**config.mk**
```make
export PLATFORM = sky130hd
export DESIGN_NAME = ifc_mac
export DESIGN_NICKNAME = d
export VERILOG_FILES = /design/src/rtl/core/iir_filter_coef_crossfade_macros.svh /design/src/rtl/core/ifc_pkg.sv /design/src/rtl/core/ifc_mac.sv
export SDC_FILE = /design/constraint.sdc
export NUM_CORES = 2
export LEC_CHECK = 0
export ABC_AREA = 0
export BUFFER_PORTS_ARGS = -buffer_cell sky130_fd_sc_hd__buf_4
export CORE_UTILIZATION = 55
export DETAILED_ROUTE_END_ITERATION = 8
export MAX_ROUTING_LAYER = met4
export PLACE_DENSITY = 0.84
export SETUP_SLACK_MARGIN = 0.5
export SLEW_MARGIN = 30
export SYNTH_ARGS = -nofsm -noshare
export SYNTH_HDL_FRONTEND = slang
export SYNTH_SLANG_ARGS = --single-unit
```
**constraint.sdc**
```tcl
create_clock -name clk_i -period 17.6 [get_ports clk_i]
set_clock_uncertainty 0.1 [all_clocks]
set_input_delay 3.52 -clock clk_i [delete_from_list [all_inputs] [get_ports clk_i]]
set_output_delay 3.52 -clock clk_i [all_outputs]
set_load 0.05 [all_outputs]
```
**src/rtl/core/iir_filter_coef_crossfade_macros.svh**
```systemverilog
// Assertion macros for the IIR crossfade filter.
`ifndef IIR_FILTER_COEF_CROSSFADE_MACROS_SVH
`define IIR_FILTER_COEF_CROSSFADE_MACROS_SVH
`ifndef SYNTH
`define IFC_ASSERT_IMPL(label, clk, rst_n, ante, cons) \
  label: assert property (@(posedge clk) disable iff (!rst_n) (ante) |-> (cons)) \
    else $error("assertion failed");
`define IFC_ASSERT_NEXT(label, clk, rst_n, ante, cons) \
  label: assert property (@(posedge clk) disable iff (!rst_n) (ante) |=> (cons)) \
    else $error("assertion failed");
`else
`define IFC_ASSERT_IMPL(label, clk, rst_n, ante, cons)
`define IFC_ASSERT_NEXT(label, clk, rst_n, ante, cons)
`endif
`endif

```
**src/rtl/core/ifc_pkg.sv**
```systemverilog
package ifc_pkg;
  localparam int unsigned MaxTaps = 16;
  localparam int unsigned SampleBits = 24;
  localparam int unsigned CoefBits = 32;
  localparam int unsigned CoefFrac = 24;
  localparam int unsigned GainOne = 65536;
  typedef enum logic [1:0] {
    MODE_SAMPLE = 2'd0,
    MODE_WRITE = 2'd1,
    MODE_COMMIT = 2'd2,
    MODE_NONE = 2'd3
  } mode_e;
  typedef enum logic [1:0] {
    REG_NUM_B = 2'd0,
    REG_NUM_A = 2'd1,
    REG_FADE_LEN = 2'd2,
    REG_FADE_STEP = 2'd3
  } reg_e;
  typedef enum logic [3:0] {
    ST_IDLE,
    ST_COMMIT,
    ST_NEW_CLR,
    ST_NEW_MAC,
    ST_NEW_FIN,
    ST_OLD_CLR,
    ST_OLD_MAC,
    ST_OLD_FIN,
    ST_SHIFT,
    ST_MIX_A,
    ST_MIX_B,
    ST_MIX_FIN,
    ST_OUT
  } state_e;
endpackage

```
**src/rtl/core/ifc_mac.sv**
```systemverilog
module ifc_mac
  import ifc_pkg::*;
(
  input  logic                         clk_i,
  input  logic                         clear_i,
  input  logic                         en_i,
  input  logic                         sub_i,
  input  logic signed [CoefBits-1:0]   coef_i,
  input  logic signed [SampleBits-1:0] data_i,
  output logic signed [63:0]           acc_o
);
  localparam int unsigned ProdBits = CoefBits + SampleBits;
  logic signed [ProdBits-1:0] prod_q;
  logic signed [63:0] prod_ext;
  logic signed [63:0] acc_q;
  logic en_q;
  logic sub_q;
  assign prod_ext = 64'(prod_q);
  always_ff @(posedge clk_i) begin
    prod_q <= coef_i * data_i;
    en_q <= en_i;
    sub_q <= sub_i;
    if (clear_i) begin
      acc_q <= '0;
    end else if (en_q) begin
      acc_q <= sub_q ? acc_q - prod_ext : acc_q + prod_ext;
    end
  end
  assign acc_o = acc_q;
endmodule
```
# --- After elaboration in Yosys (flattened, before gate mapping) ---
# Cells that the tools add are included.
word_totals:
  ff_bits: 122
  inputBits: 60
  elab_cells: 8
op_classes:
  n_addsub: 2
  mul: 1
  n_mux: 1
ops:
  columns: ["cell", "n"]
  rows:
  - ["64-bit by 56-bit adder with 64-bit output", 1]
  - ["64-bit 2-to-1 mux", 1]
  - ["64-bit by 56-bit subtractor with 64-bit output", 1]
  - ["32-bit by 24-bit multiplier with 56-bit output", 1]

# --- Depth between registers and ports, before layout ---
logic_depth:
  word_depth: 2
  mapped_depth: 27
  mapped_depth_nobuf: 26

# --- Least setup slack after synthesis ---
# No wires, ideal clock.
synth_path:
  path_type: "input to register"
  from: "input port data_i[9]"
  to: "register prod_q[55]"
  arrival_time_ps: 10048
  required_ps: 17379
  slack_ps: 7331
  stages: 26
  path_cell_list: "clkbuf_1 > nand2_1 > fa_1 > fa_1 > inv_1 > fa_1 > inv_1 > fa_1 > inv_1 > fa_1 > fa_1 > inv_1 > fa_1 > inv_1 > ha_1 > clkbuf_1 > nand3_1 > or3_1 > nor3_1 > o2bb2ai_1 > o21ai_1 > o31ai_1 > a21oi_1 > o31ai_1 > a21oi_1 > xnor2_1"
synth_between:
  elab_chain_len: 1
synth_lines:
  columns: ["item", "line", "source"]
  rows:
  - ["from (decl)", "ifc_mac.sv:9", "input logic signed [SampleBits-1:0] data_i,"]
  - ["32-bit by 24-bit multiplier with 56-bit output", "ifc_mac.sv:20", "prod_q <= coef_i * data_i;"]
  - ["to (signal assigned)", "ifc_mac.sv:20", null]
  - ["to (decl)", "ifc_mac.sv:13", "logic signed [ProdBits-1:0] prod_q;"]
# No other way between the ends.
# A chain may end at the register's enable or synchronous reset.

# --- Worst setup path after layout ---
layout_path:
  from: "input port data_i[3]"
  to: "register prod_q[54]"
# The elaborated chain is that of the path after synthesis.

==> impl_metrics.ini <==
[run_status]
status = complete, no violations

[yosys]
synthesis.area_um2 = 35100
synth_flop_cell = dfxtp_1
ys_ff_latch = 122
avgSynthCellArea_um2 = 8.93
yosysUniqueCellTypes = 73
synthesis.nets = 4990
yosysWarnings = 0
synth_edf_count = 0
ys_async_sr_fraction_pct = 0
yosysSeqAreaShare_pct = 6.95
syn_inst = 3932

[clock_network]
insertion_delay_ps = 440
clockBufferDepth = 2
cts_sinks = 122
cts-hold-fix-buffers = 0
cts_resized = 0
postCtsSetupRepairBufs = 0
cts_buffers = 17
tritoncts = yes
path_clk_slew_ps = 70
cts_root_buffer = clkbuf_16
htreeDepth = 4

[layout]
nFillCells = 5340
drive_above_1_share_pct = 4.52
fin_nets = 4941
fin_util_pct = 58.6
stdcell_area_um2 = 37000
area_delta_synth_final_pct = 5.25
finalNonFillerCells = 4743

[die]
row_count = 92
num_io_pins = 124
coreArea_um2 = 63100
dieArea_um2 = 64900
fp.dieW_um = 255
initial_core_util_pct = 55.7
dieHeight_um = 255

[setup_path]
cp-start-kind = input port
r2r_start = prod_q[28]$_DFF_P_
reg2regPathDepth = 17
crit_path_max_fanout = 32
required_ps = 17870
crit_type = input port to flop
reg2reg_slack_ps = 12060
endpoint_kind = flop
worstReg2RegEnd = acc_o[63]$_SDFFE_PP0P_
arrival_ps = 10760

[timing]
fin_crit_sh_pct = 59.6
relSlewSlack_pct = 30.7
fin_tns_setup_ps = 0
rsz0062_at_grt = no
slew_viol_final = 0
hold_viol = 0
layout_min_cycle_time_ps = 10490
report.final.setup_viol = 0
max_freq_ghz = 0.0953
worstMarginPinSlew_ps = 1030

[drt]
drc = 0
drtAntennaViolNets = 0
post_drt_wl_per_cell_um = 19.0
wirelength_mm = 90.1
vias = 26700
drtIter0Drc = 2160
avgViaCountPerCell = 5.62
first_pass_iters = 5

[global_routing]
grt_use_total_pct = 30.0
grt_pass1_vias = 28400
grt_antenna_before_repair = 1
grt_max_degree = 62
grt-ovfl-total = 0
grt_first_pass_wirelength_mm = 147

[worst_hold_path]
hp-start = acc_o[2]$_SDFFE_PP0P_
whs_path_depth = 2
hold_end = acc_o[2]$_SDFFE_PP0P_
hold_path_class = flop to flop

[placement]
postPlaceCellArea_um2 = 36400
gp_congestion = 0.976
io_buffer_count = 123
dpl.hpwl_mm = 73.0
place_inst = 4710

[job]
max_cap_viol_count = 0
==> per-layer routing <==
metal / GRT usage, % / up-vias / wire [um]
met5: - / - / 0
met4: 10.1 / 0 / 2690
met3: 8.88 / 223 / 10700
met2: 45.6 / 1331 / 40400
met1: 38.4 / 13300 / 36300
li1: - / 11800 / -
==> kinds of logic after synthesis <==
| kind of cell | Yosys count | synth area share [%] |
|---|---|---|
| and+or+nand+nor | 1137 | 15.9 |
| AOI/OAI and AO/OA | 468 | 8.64 |
| buffers and inverters | 986 | 10.6 |
| DFF | 122 | 6.95 |
| adders and majority gates | 998 | 52.3 |
| xor gates and xnor gates | 177 | 4.41 |
| muxes | 44 | 1.26 |
==> flip-flops by register name (all words and copies together) (netlist names) <==
name,cells
acc_o,64
en_q,1
prod_q,56
sub_q,1
==> placed cells by master, fill, tap and decap left out, types with 5 or more instances in the layout <==
master     Yosys  routed
a211oi_1      15      15
a21o_1        83      83
a21oi_1      165     165
a22o_1        15      15
a31oi_1       24      24
and2_1       376     376
and3_1        13      13
and4_1         5       5
buf_4          1     129
clkbuf_16      0      17
dfxtp_1      122     120
fa_1         784     784
ha_1         214     214
inv_1        788     788
inv_6          0       6
mux2i_1       42      42
nand2_1      454     454
nand2b_1      14      14
nand3_1       14      14
nand4_1       22      22
nor2_1       164     164
nor2b_1       15      15
nor3_1        27      27
nor4_1         8       8
o21a_1        13      13
o21ai_0       53      53
o21ai_1       10      10
o21bai_1      27      27
o221ai_1       5       5
o31ai_1        6       6
or3_1         12      12
xnor2_1      137     137
xor2_1        40      40
==> stage by stage <==
step,hold slack [ps],setup slack (ps)
5_1_grt,446,6670
4_1_cts,422,7150
2_1_floorplan,472,7330
6_report,419,7110
3_5_place_dp,411,6650
3_3_place_gp,399,6850
==> critical path: stages <==
cell and delay, ps:
buf_4 250, and2_1 240, fa_1 540, inv_1 60, fa_1 480, fa_1 580, inv_1 60, fa_1 560
inv_1 80, fa_1 500, fa_1 400, fa_1 520, inv_1 40, ha_1 340, a211oi_1 230, o21ai_0 170
a211oi_1 480, o221ai_1 250, a41o_1 270, a21oi_1 260, o221ai_1 230, a211o_1 360, a21oi_1 190, xnor2_1 130
==> worst max path at each step <==
stage,from,to,slack (ps),depth (start not counted)
after floorplan,data_i[9],prod_q[55]$_DFF_P_,7330,26
after global placement,data_i[9],prod_q[55]$_DFF_P_,6850,25
after detailed placement,data_i[9],prod_q[55]$_DFF_P_,6650,25
after CTS,data_i[9],prod_q[55]$_DFF_P_,7150,25
after global routing,data_i[10],prod_q[55]$_DFF_P_,6670,25
final,data_i[3],prod_q[54]$_DFF_P_,7110,24
==> Yosys cell counts, types with 6 or more instances <==
cell      number  share of area, %
dfxtp_1      122               7.0
fa_1         784                45
buf_1          7             0.075
nor4_1         8              0.14
o21ai_1       10              0.14
o31ai_1        6              0.13
a21o_1        83               1.8
and2_1       376               6.7
nand2_1      454               4.9
or3_1         12              0.21
nor2_1       164               1.8
a22o_1        15              0.37
xor2_1        40               1.0
a31oi_1       24              0.43
clkbuf_1     188               2.0
mux2i_1       42               1.2
a211oi_1      15              0.32
o21a_1        13              0.28
inv_1        788               8.4
nand4_1       22              0.39
a21oi_1      165               2.4
o21ai_0       53              0.76
xnor2_1      137               3.4
o21bai_1      27              0.58
nor3_1        27              0.38
nand2b_1      14              0.25
and3_1        13              0.23
nand3_1       14              0.20
ha_1         214               7.6
nor2b_1       15              0.27
==> cell type report <==
cell class / instances / area [um^2] / area share [%]
well taps: 846 / 1060 / 2.86
repair buffers: 129 / 968 / 2.62
clock buffers: 17 / 425 / 1.15
multi-input cells: 2824 / 29000 / 78.4
clock inverters: 15 / 133 / 0.359
diodes: 1 / 2.50 / 0.00677
flip-flops and latches: 122 / 2440 / 6.61
inverters: 789 / 2960 / 8.01
Power is not shown: default switching activity piles up to over one toggle a cycle in this logic, so the estimate is an artifact.
